### src/rtl/core/kpt_pkg.sv
// ----------------------------------------------------------------------------
// kpt_pkg: shared types for the keyed policy table
// Request and result structs, record layout and operation codes.
// ----------------------------------------------------------------------------
package kpt_pkg;

    typedef enum logic [1:0]
    {
        OP_UPSERT  = 2'd0,
        OP_FIND    = 2'd1,
        OP_SET_DIS = 2'd2,
        OP_NONE    = 2'd3
    } op_t;

    typedef struct packed
    {
        logic [1:0]  op;
        logic [63:0] chan_id;
        logic        dir;
        logic        disable_flag;
        logic [31:0] stamp;
        logic [15:0] cltv_delta;
        logic [63:0] min_amount;
        logic [63:0] max_amount;
        logic [31:0] base_fee;
        logic [31:0] ppm_fee;
    } req_t;

    typedef struct packed
    {
        logic        hit;
        logic        evicted;
        logic        found_disabled;
        logic [31:0] found_stamp;
        logic [15:0] found_cltv_delta;
        logic [63:0] found_min_amount;
        logic [63:0] found_max_amount;
        logic [31:0] found_base_fee;
        logic [31:0] found_ppm_fee;
        logic [6:0]  entries_used;
    } rsp_t;

    // one stored record
    typedef struct packed
    {
        logic [63:0] chan_id;
        logic        dir;
        logic        disabled;
        logic [31:0] stamp;
        logic [15:0] cltv;
        logic [63:0] min;
        logic [63:0] max;
        logic [31:0] base;
        logic [31:0] ppm;
    } rec_t;

    // per-cycle command broadcast from control to every cell
    typedef struct packed
    {
        logic write_hit;   // overwrite the matching cell
        logic set_dis;     // change disabled flag of the matching cell
        logic dis_val;
        logic shift;       // cells at or above evict position take the upper neighbor
        logic append;      // write the cell at the fill position
    } cell_cmd_t;

    typedef enum logic [1:0]
    {
        ST_IDLE,
        ST_EXEC,
        ST_OUT
    } state_t;

endpackage

### src/rtl/core/kpt_cell.sv
// ----------------------------------------------------------------------------
// kpt_cell: one table slot
// Holds a record, compares its key, and takes its upper neighbor on shift.
// ----------------------------------------------------------------------------
module kpt_cell
    import kpt_pkg::*;
(
    input  logic      clk,
    input  logic      live,        // position below the fill count
    input  logic      at_fill,     // position equal to the fill count
    input  logic      shift_here,  // position at or above the evicted one
    input  logic      is_hit,      // this cell is the first match
    input  cell_cmd_t cmd,
    input  rec_t      new_rec,
    input  rec_t      upper_rec,
    input  logic [63:0] key_id,
    input  logic      key_dir,
    output rec_t      rec,
    output logic      match
);

    rec_t rec_reg;

    assign rec   = rec_reg;
    assign match = live && (rec_reg.chan_id == key_id) && (rec_reg.dir == key_dir);

    // record update
    always_ff @(posedge clk)
    begin
        if (cmd.write_hit && is_hit)
        begin
            rec_reg <= new_rec;
        end
        else if (cmd.set_dis && is_hit)
        begin
            rec_reg.disabled <= cmd.dis_val;
        end
        else if (cmd.shift && shift_here)
        begin
            rec_reg <= upper_rec;
        end
        else if (cmd.append && at_fill)
        begin
            rec_reg <= new_rec;
        end
    end

endmodule

### config.mk
export PLATFORM = sky130hd
export DESIGN_NAME = kpt_cell
export DESIGN_NICKNAME = d
export VERILOG_FILES = /design/src/rtl/core/kpt_pkg.sv /design/src/rtl/core/kpt_cell.sv
export SDC_FILE = /design/constraint.sdc
export NUM_CORES = 1
export LEC_CHECK = 0
export BUFFER_PORTS_ARGS = -buffer_cell sky130_fd_sc_hd__buf_2
export CORE_AREA = 5 5 388 390
export DETAILED_ROUTE_END_ITERATION = 10
export DIE_AREA = 0 0 393 395
export GPL_ROUTABILITY_DRIVEN = 1
export REMOVE_ABC_BUFFERS = 1
export SETUP_SLACK_MARGIN = 0.02
export SLEW_MARGIN = 20
export SYNTH_ARGS = -nofsm -noshare
export SYNTH_HDL_FRONTEND = slang
export SYNTH_SLANG_ARGS = --single-unit
### constraint.sdc
create_clock -name clk -period 23.3 [get_ports clk]
set_clock_uncertainty 0.2 [all_clocks]
set_input_delay 3.495 -clock clk [delete_from_list [all_inputs] [get_ports clk]]
set_output_delay 3.495 -clock clk [all_outputs]
set_load 0.005 [all_outputs]
==> results of run 1 <==
==> logic make-up after synthesis <==
kind of cell / Yosys count / synth area share
AND/OR/NAND/NOR: 27 / 0.01100
AO/OA/AOI/OAI: 12 / 0.007611
XOR/XNOR: 57 / 0.03658
multiplexers: 306 / 0.2524
flip-flops: 306 / 0.6733
buffers and inverters: 41 / 0.01907
==> metal layers <==
metal  vias up  global-route usage  wire, µm
met5         -                   0       745
met4       116             0.02123      3347
met3       426             0.08551     17030
met2       990              0.2403     54110
met1      5667              0.1558     40870
li1       5030                   -         -
==> Yosys cell counts <==
library cell and count:
a22o_1 2, nor4_1 8, o2bb2ai_1 2, o22ai_1 1, mux2_2 305, o2111ai_1 1
xnor2_1 38, mux2i_1 1, nor3_1 1, a221oi_1 1, nor2_1 3, a222oi_1 1
nand2_1 4, o21ai_1 1, edfxtp_1 306, buf_4 26, o221ai_1 1, buf_2 7
o21ai_0 1, inv_1 8, a21oi_4 1, nand4_1 11, xor2_1 19
==> cell type report <==
type	instances	area (µm²)	share of cell area
flip-flops and latches	306	9189	0.4121
repair buffers	1004	5052	0.2266
multi-input cells	402	4212	0.1889
well taps	1930	2415	0.1083
clock buffers	45	1041	0.04668
clock inverters	29	261.5	0.01173
diodes	40	100.1	0.004489
inverters	8	30.03	0.001347
==> power breakdown <==
part | internal (µW) | switching, µW | total (µW)
Clock | 367 | 280 | 648
Sequential | 700 | 41.5 | 742
Combinational | 139 | 147 | 286
Total | 1210 | 469 | 1680
==> cells in the final DEF, fill, tap and decap left out, types with 2 or more instances in the layout <==
cell and instances:
nor4_1 7, xor2_1 19, buf_2 993, clkbuf_16 41
diode_2 40, edfxtp_1 306, a22o_1 2, nor2_1 2
xnor2_1 38, clkbuf_1 4, inv_1 8, o2bb2ai_1 2
mux2_2 305, buf_4 11, clkinv_1 10, nand2_1 4
clkinvlp_4 4, bufinv_16 4, inv_6 5, nand4_1 11
clkinv_2 6
==> worst paths after layout <==
| check | slack, ns | to | startpoint |
|---|---|---|---|
| max | 14.39 | match | key_id[61] |
| min | 2.99 | rec[143] | new_rec[143] |
==> stage by stage <==
step	hold WS [ns]	utilization
after floorplan	3.489	-
final	2.989	0.1519
after global routing	2.937	0.1513
after detailed placement	3.600	0.1424
after global placement	3.596	0.1424
after CTS	2.913	0.1512
==> worst max-delay path: cells and delay by family <==
| family | cells | cell delay (ns) |
|---|---|---|
| xor+xnor | 1 | 0.24 |
| buf+inv | 2 | 0.26 |
| simple gates | 4 | 1.21 |
==> flow_metrics.py, run 1 <==
metrics = {
    "placed_design": {
        "dpl-instance-area_um2": 20900,
        "dpl.hpwl_um": 103800,
        "place.gp.congestion": 0.9184,
        "dp_cells": 3650,
        "port_buffers": 993,
        "place_ws_ns": 14.23,
    },
    "cts": {
        "cts_setup_buffers": 0,
        "clk_pin_slew_worst_paths_ns": 0.07,
        "holdBufCountCts": 0,
        "cts_num_sinks": 306,
        "cts-buffers-inserted": 41,
        "cts_tree": "yes",
        "clock_path_buffers": 3,
        "htreeDepth": 2,
        "cts-root-buf": "clkbuf_16",
        "cts-resized-gates": 0,
    },
    "timing": {
        "tns_ns": 0,
        "setup_viol": 0,
        "worst_slew_pin_slew_ns": 0.9756,
        "period_needed_ns": 8.906,
        "fin_ws_ns": 14.39,
        "slew_headroom": 0.3496,
        "finalMaxSlewViolations": 0,
        "rsz0062_at_grt": "false",
        "fmax_mhz": 112.3,
        "hold_viol_final": 0,
        "timing.final.crit_share": 0.3822,
    },
    "job": {
        "drv_cap": 0,
    },
    "logic_synthesis": {
        "synthTopCellsByArea": "edfxtp_1, mux2_2, xnor2_1, buf_4, xor2_1",
        "syn_avg_cell_area_um2": 18.22,
        "yosysWarningCount": 0,
        "syn_inst": 749,
        "ys_seq_area_frac": 0.6733,
        "ys_types": 23,
        "synth_top_area_frac": 0.6733,
        "ys_ff_latch": 306,
        "yosys.area.top_type": "edfxtp_1",
        "netlist_area_um2": 13650,
    },
    "routing": {
        "drt_iter0_drc": 682,
        "antenna_left": 0,
        "drcViolationCount": 0,
        "wl_per_cell_um": 30.85,
        "drt-pass1-iter-count": 5,
        "routed-via-count": 12229,
        "routed_wl_um": 116100,
        "via_per_inst": 3.249,
    },
    "setup_path": {
        "endpoint_kind": "primary output",
        "worst_path_max_delay_cell": "nor4_2",
        "cp-start-kind": "primary input",
        "critPathKind": "primary input to primary output",
        "crit_required_ns": 19.61,
        "crit_arrival_ns": 5.21,
        "crit_chain": "buf_2 > xnor2_1 > nand4_1 > nor4_2 > nand4_1 > nor3_1 > buf_2",
        "critical-path-max-stage-delay_ns": 0.63,
        "critPathMaxFanout": 1,
    },
    "floorplan": {
        "die_y_um": 395,
        "start_util": 0.09297,
        "core_area_um2": 146800,
        "io_pins": 994,
        "die_w_um": 393,
        "die_area_um2": 155200,
        "rows": 141,
    },
    "finish": {
        "drive_gt1_frac": 0.7648,
        "largest_register_ffs": 306,
        "finalNetCount": 2450,
        "fin_area_um2": 22300,
        "fillers": 16551,
        "final_cell_count_no_fill": 3764,
        "area_delta_synth_final_pct": 63.41,
    },
    "global_route": {
        "grt_pass1_wl_um": 139100,
        "grtUsageTotal": 0.1422,
        "grt_pass1_vias": 11919,
        "antenna_found_initial": 234,
        "grt_overflow": 0,
        "grt_max_degree": 74,
    },
    "pwr": {
        "power_density_nw_per_um2": 75.13,
        "power.total_uw": 1675,
        "cellLeakagePower_uw": 0.008966,
        "ir_drop_v": 0.00007543,
    },
    "min_path": {
        "worstHoldPathCells": 2,
        "hold_class": "primary input to flop",
    },
    "run_status": {
        "outcome": "completed",
    },
}
(Power assumes the default switching activity.)
==> run 2, diff against run 1 <==
- clock period: 23.3 -> 9.15 ns (I/O delays scaled with it)
==> flow_metrics.py, run 2 (synthesis gave the netlist of run 1 again) <==
metrics = {
    "run_status": {
        "outcome": "completed",
    },
    "cts": {
        "cts_setup_buffers": 0,
        "htreeDepth": 2,
        "cts-root-buf": "clkbuf_16",
        "holdBufCountCts": 0,
        "cts_tree": "yes",
        "cts-resized-gates": 0,
        "clk_pin_slew_worst_paths_ns": 0.07,
        "clock_path_buffers": 3,
        "cts-buffers-inserted": 41,
        "cts_num_sinks": 306,
    },
    "floorplan": {
        "io_pins": 994,
        "start_util": 0.09297,
        "rows": 141,
        "die_area_um2": 155200,
        "die_y_um": 395,
        "core_area_um2": 146800,
        "die_w_um": 393,
    },
    "global_route": {
        "grt_pass1_wl_um": 136900,
        "grt_pass1_vias": 11603,
        "grt_max_degree": 135,
        "grt_overflow": 0,
        "antenna_found_initial": 230,
        "grtUsageTotal": 0.1401,
    },
    "routing": {
        "drt_iter0_drc": 783,
        "routed_wl_um": 114600,
        "via_per_inst": 3.230,
        "met2_length_um": 52890,
        "drt-pass1-iter-count": 5,
        "routed-via-count": 12143,
        "met3_length_um": 15620,
        "drcViolationCount": 0,
        "wl_per_cell_um": 30.48,
        "wl_met1_um": 41840,
        "antenna_left": 0,
        "highest_layer": "met5",
    },
    "timing": {
        "rsz0062_at_grt": "false",
        "worst_slew_pin_slew_ns": 0.9345,
        "period_needed_ns": 4.662,
        "slew_headroom": 0.3770,
        "timing.final.crit_share": 0.5095,
        "fmax_mhz": 214.5,
        "setup_viol": 0,
        "fin_ws_ns": 4.488,
        "hold_viol_final": 0,
        "finalMaxSlewViolations": 0,
    },
    "setup_path": {
        "worst_path_max_delay_cell": "nor4_2",
        "critical-path-max-stage-delay_ns": 0.72,
        "cp-start-kind": "primary input",
        "crit_chain": "buf_2 > xnor2_1 > nand4_1 > nor4_2 > nand4_1 > nor3_1 > buf_2",
        "critPathMaxFanout": 1,
        "critPathKind": "primary input to primary output",
        "endpoint_kind": "primary output",
        "crit_required_ns": 7.58,
        "crit_arrival_ns": 3.09,
    },
    "pwr": {
        "ir_drop_v": 0.0001258,
        "power.total_uw": 4298,
        "power_density_nw_per_um2": 192.2,
        "cellLeakagePower_uw": 0.008989,
    },
    "finish": {
        "area_delta_synth_final_pct": 63.90,
        "mostFrequentLayoutCell": "buf_2",
        "layout_common_cells": "buf_2, edfxtp_1, mux2_2, clkbuf_16, xnor2_1",
        "drive_gt1_frac": 0.7643,
        "largest_register_ffs": 306,
        "fillers": 16489,
        "finalNetCount": 2447,
    },
    "placed_design": {
        "port_buffers": 993,
        "place_ws_ns": 4.376,
        "dpl.hpwl_um": 102500,
        "place.gp.congestion": 0.9218,
    },
    "job": {
        "drv_cap": 0,
    },
    "min_path": {
        "hold_class": "primary input to flop",
    },
}
-- run 2: cell types whose count changed in the layout (fill, tap and decap cells not counted) --
cell,before,now
diode_2,40,43
clkinv_2,6,5
clkinv_4,0,2
buf_12,0,4
clkinv_1,10,8
clkbuf_1,4,5
clkinvlp_4,4,1
buf_4,11,4
bufinv_16,4,7
inv_6,5,0
-- run 2: layer usage --
layer | up-vias | GRT usage
met2 | 972 | 0.2336
met3 | 422 | 0.08358
li1 | 5015 | -
met4 | 106 | 0.02737
met5 | - | 0
met1 | 5628 | 0.1541
-- run 2: path summary, 6_finish.rpt --
check                 slack (ns)        to            from  depth (start not counted)
worst min-delay path        0.88  rec[257]  upper_rec[257]                          2
worst max-delay path        4.49     match      key_id[46]                          7
-- run 2: power by group --
| group | leakage [µW] | internal, µW | total, µW | switching (µW) |
|---|---|---|---|---|
| Clock | 0.000651 | 1010 | 1690 | 676 |
| Combinational | 0.00534 | 355 | 724 | 369 |
| Sequential | 0.00300 | 1780 | 1890 | 104 |
-- run 2: critical path: cells and delay by family --
family                 cells  cell delay, ns
XOR/XNOR                   1            0.18
buffers and inverters      2            0.25
AND/OR/NAND/NOR            4            1.29
-- run 2: cell type report --
cell class,instances,area [µm²],area share
Antenna cell,43,107.6,0.004811
Clock buffer,46,1045,0.04671
Clock inverter,23,290.3,0.01298
Inverter,8,30.03,0.001343
Multi-Input combinational cell,402,4212,0.1883
Sequential cell,306,9189,0.4108
Tap cell,1930,2415,0.1080
Timing Repair Buffer,1001,5080,0.2271
-- run 2: metrics by stage --
stage,setup TNS [ns],utilization,hold WS (ns),instance area (µm²),instances
finish,0,0.1524,0.8805,22370,3759
global route,0,0.1517,0.8261,22270,3719
CTS,0,0.1517,0.8025,22260,3716
detailed placement,0,0.1426,1.472,20930,3647
global placement,0,0.1426,1.474,20930,3647
floorplan,-1872.16,-,1.366,13420,716
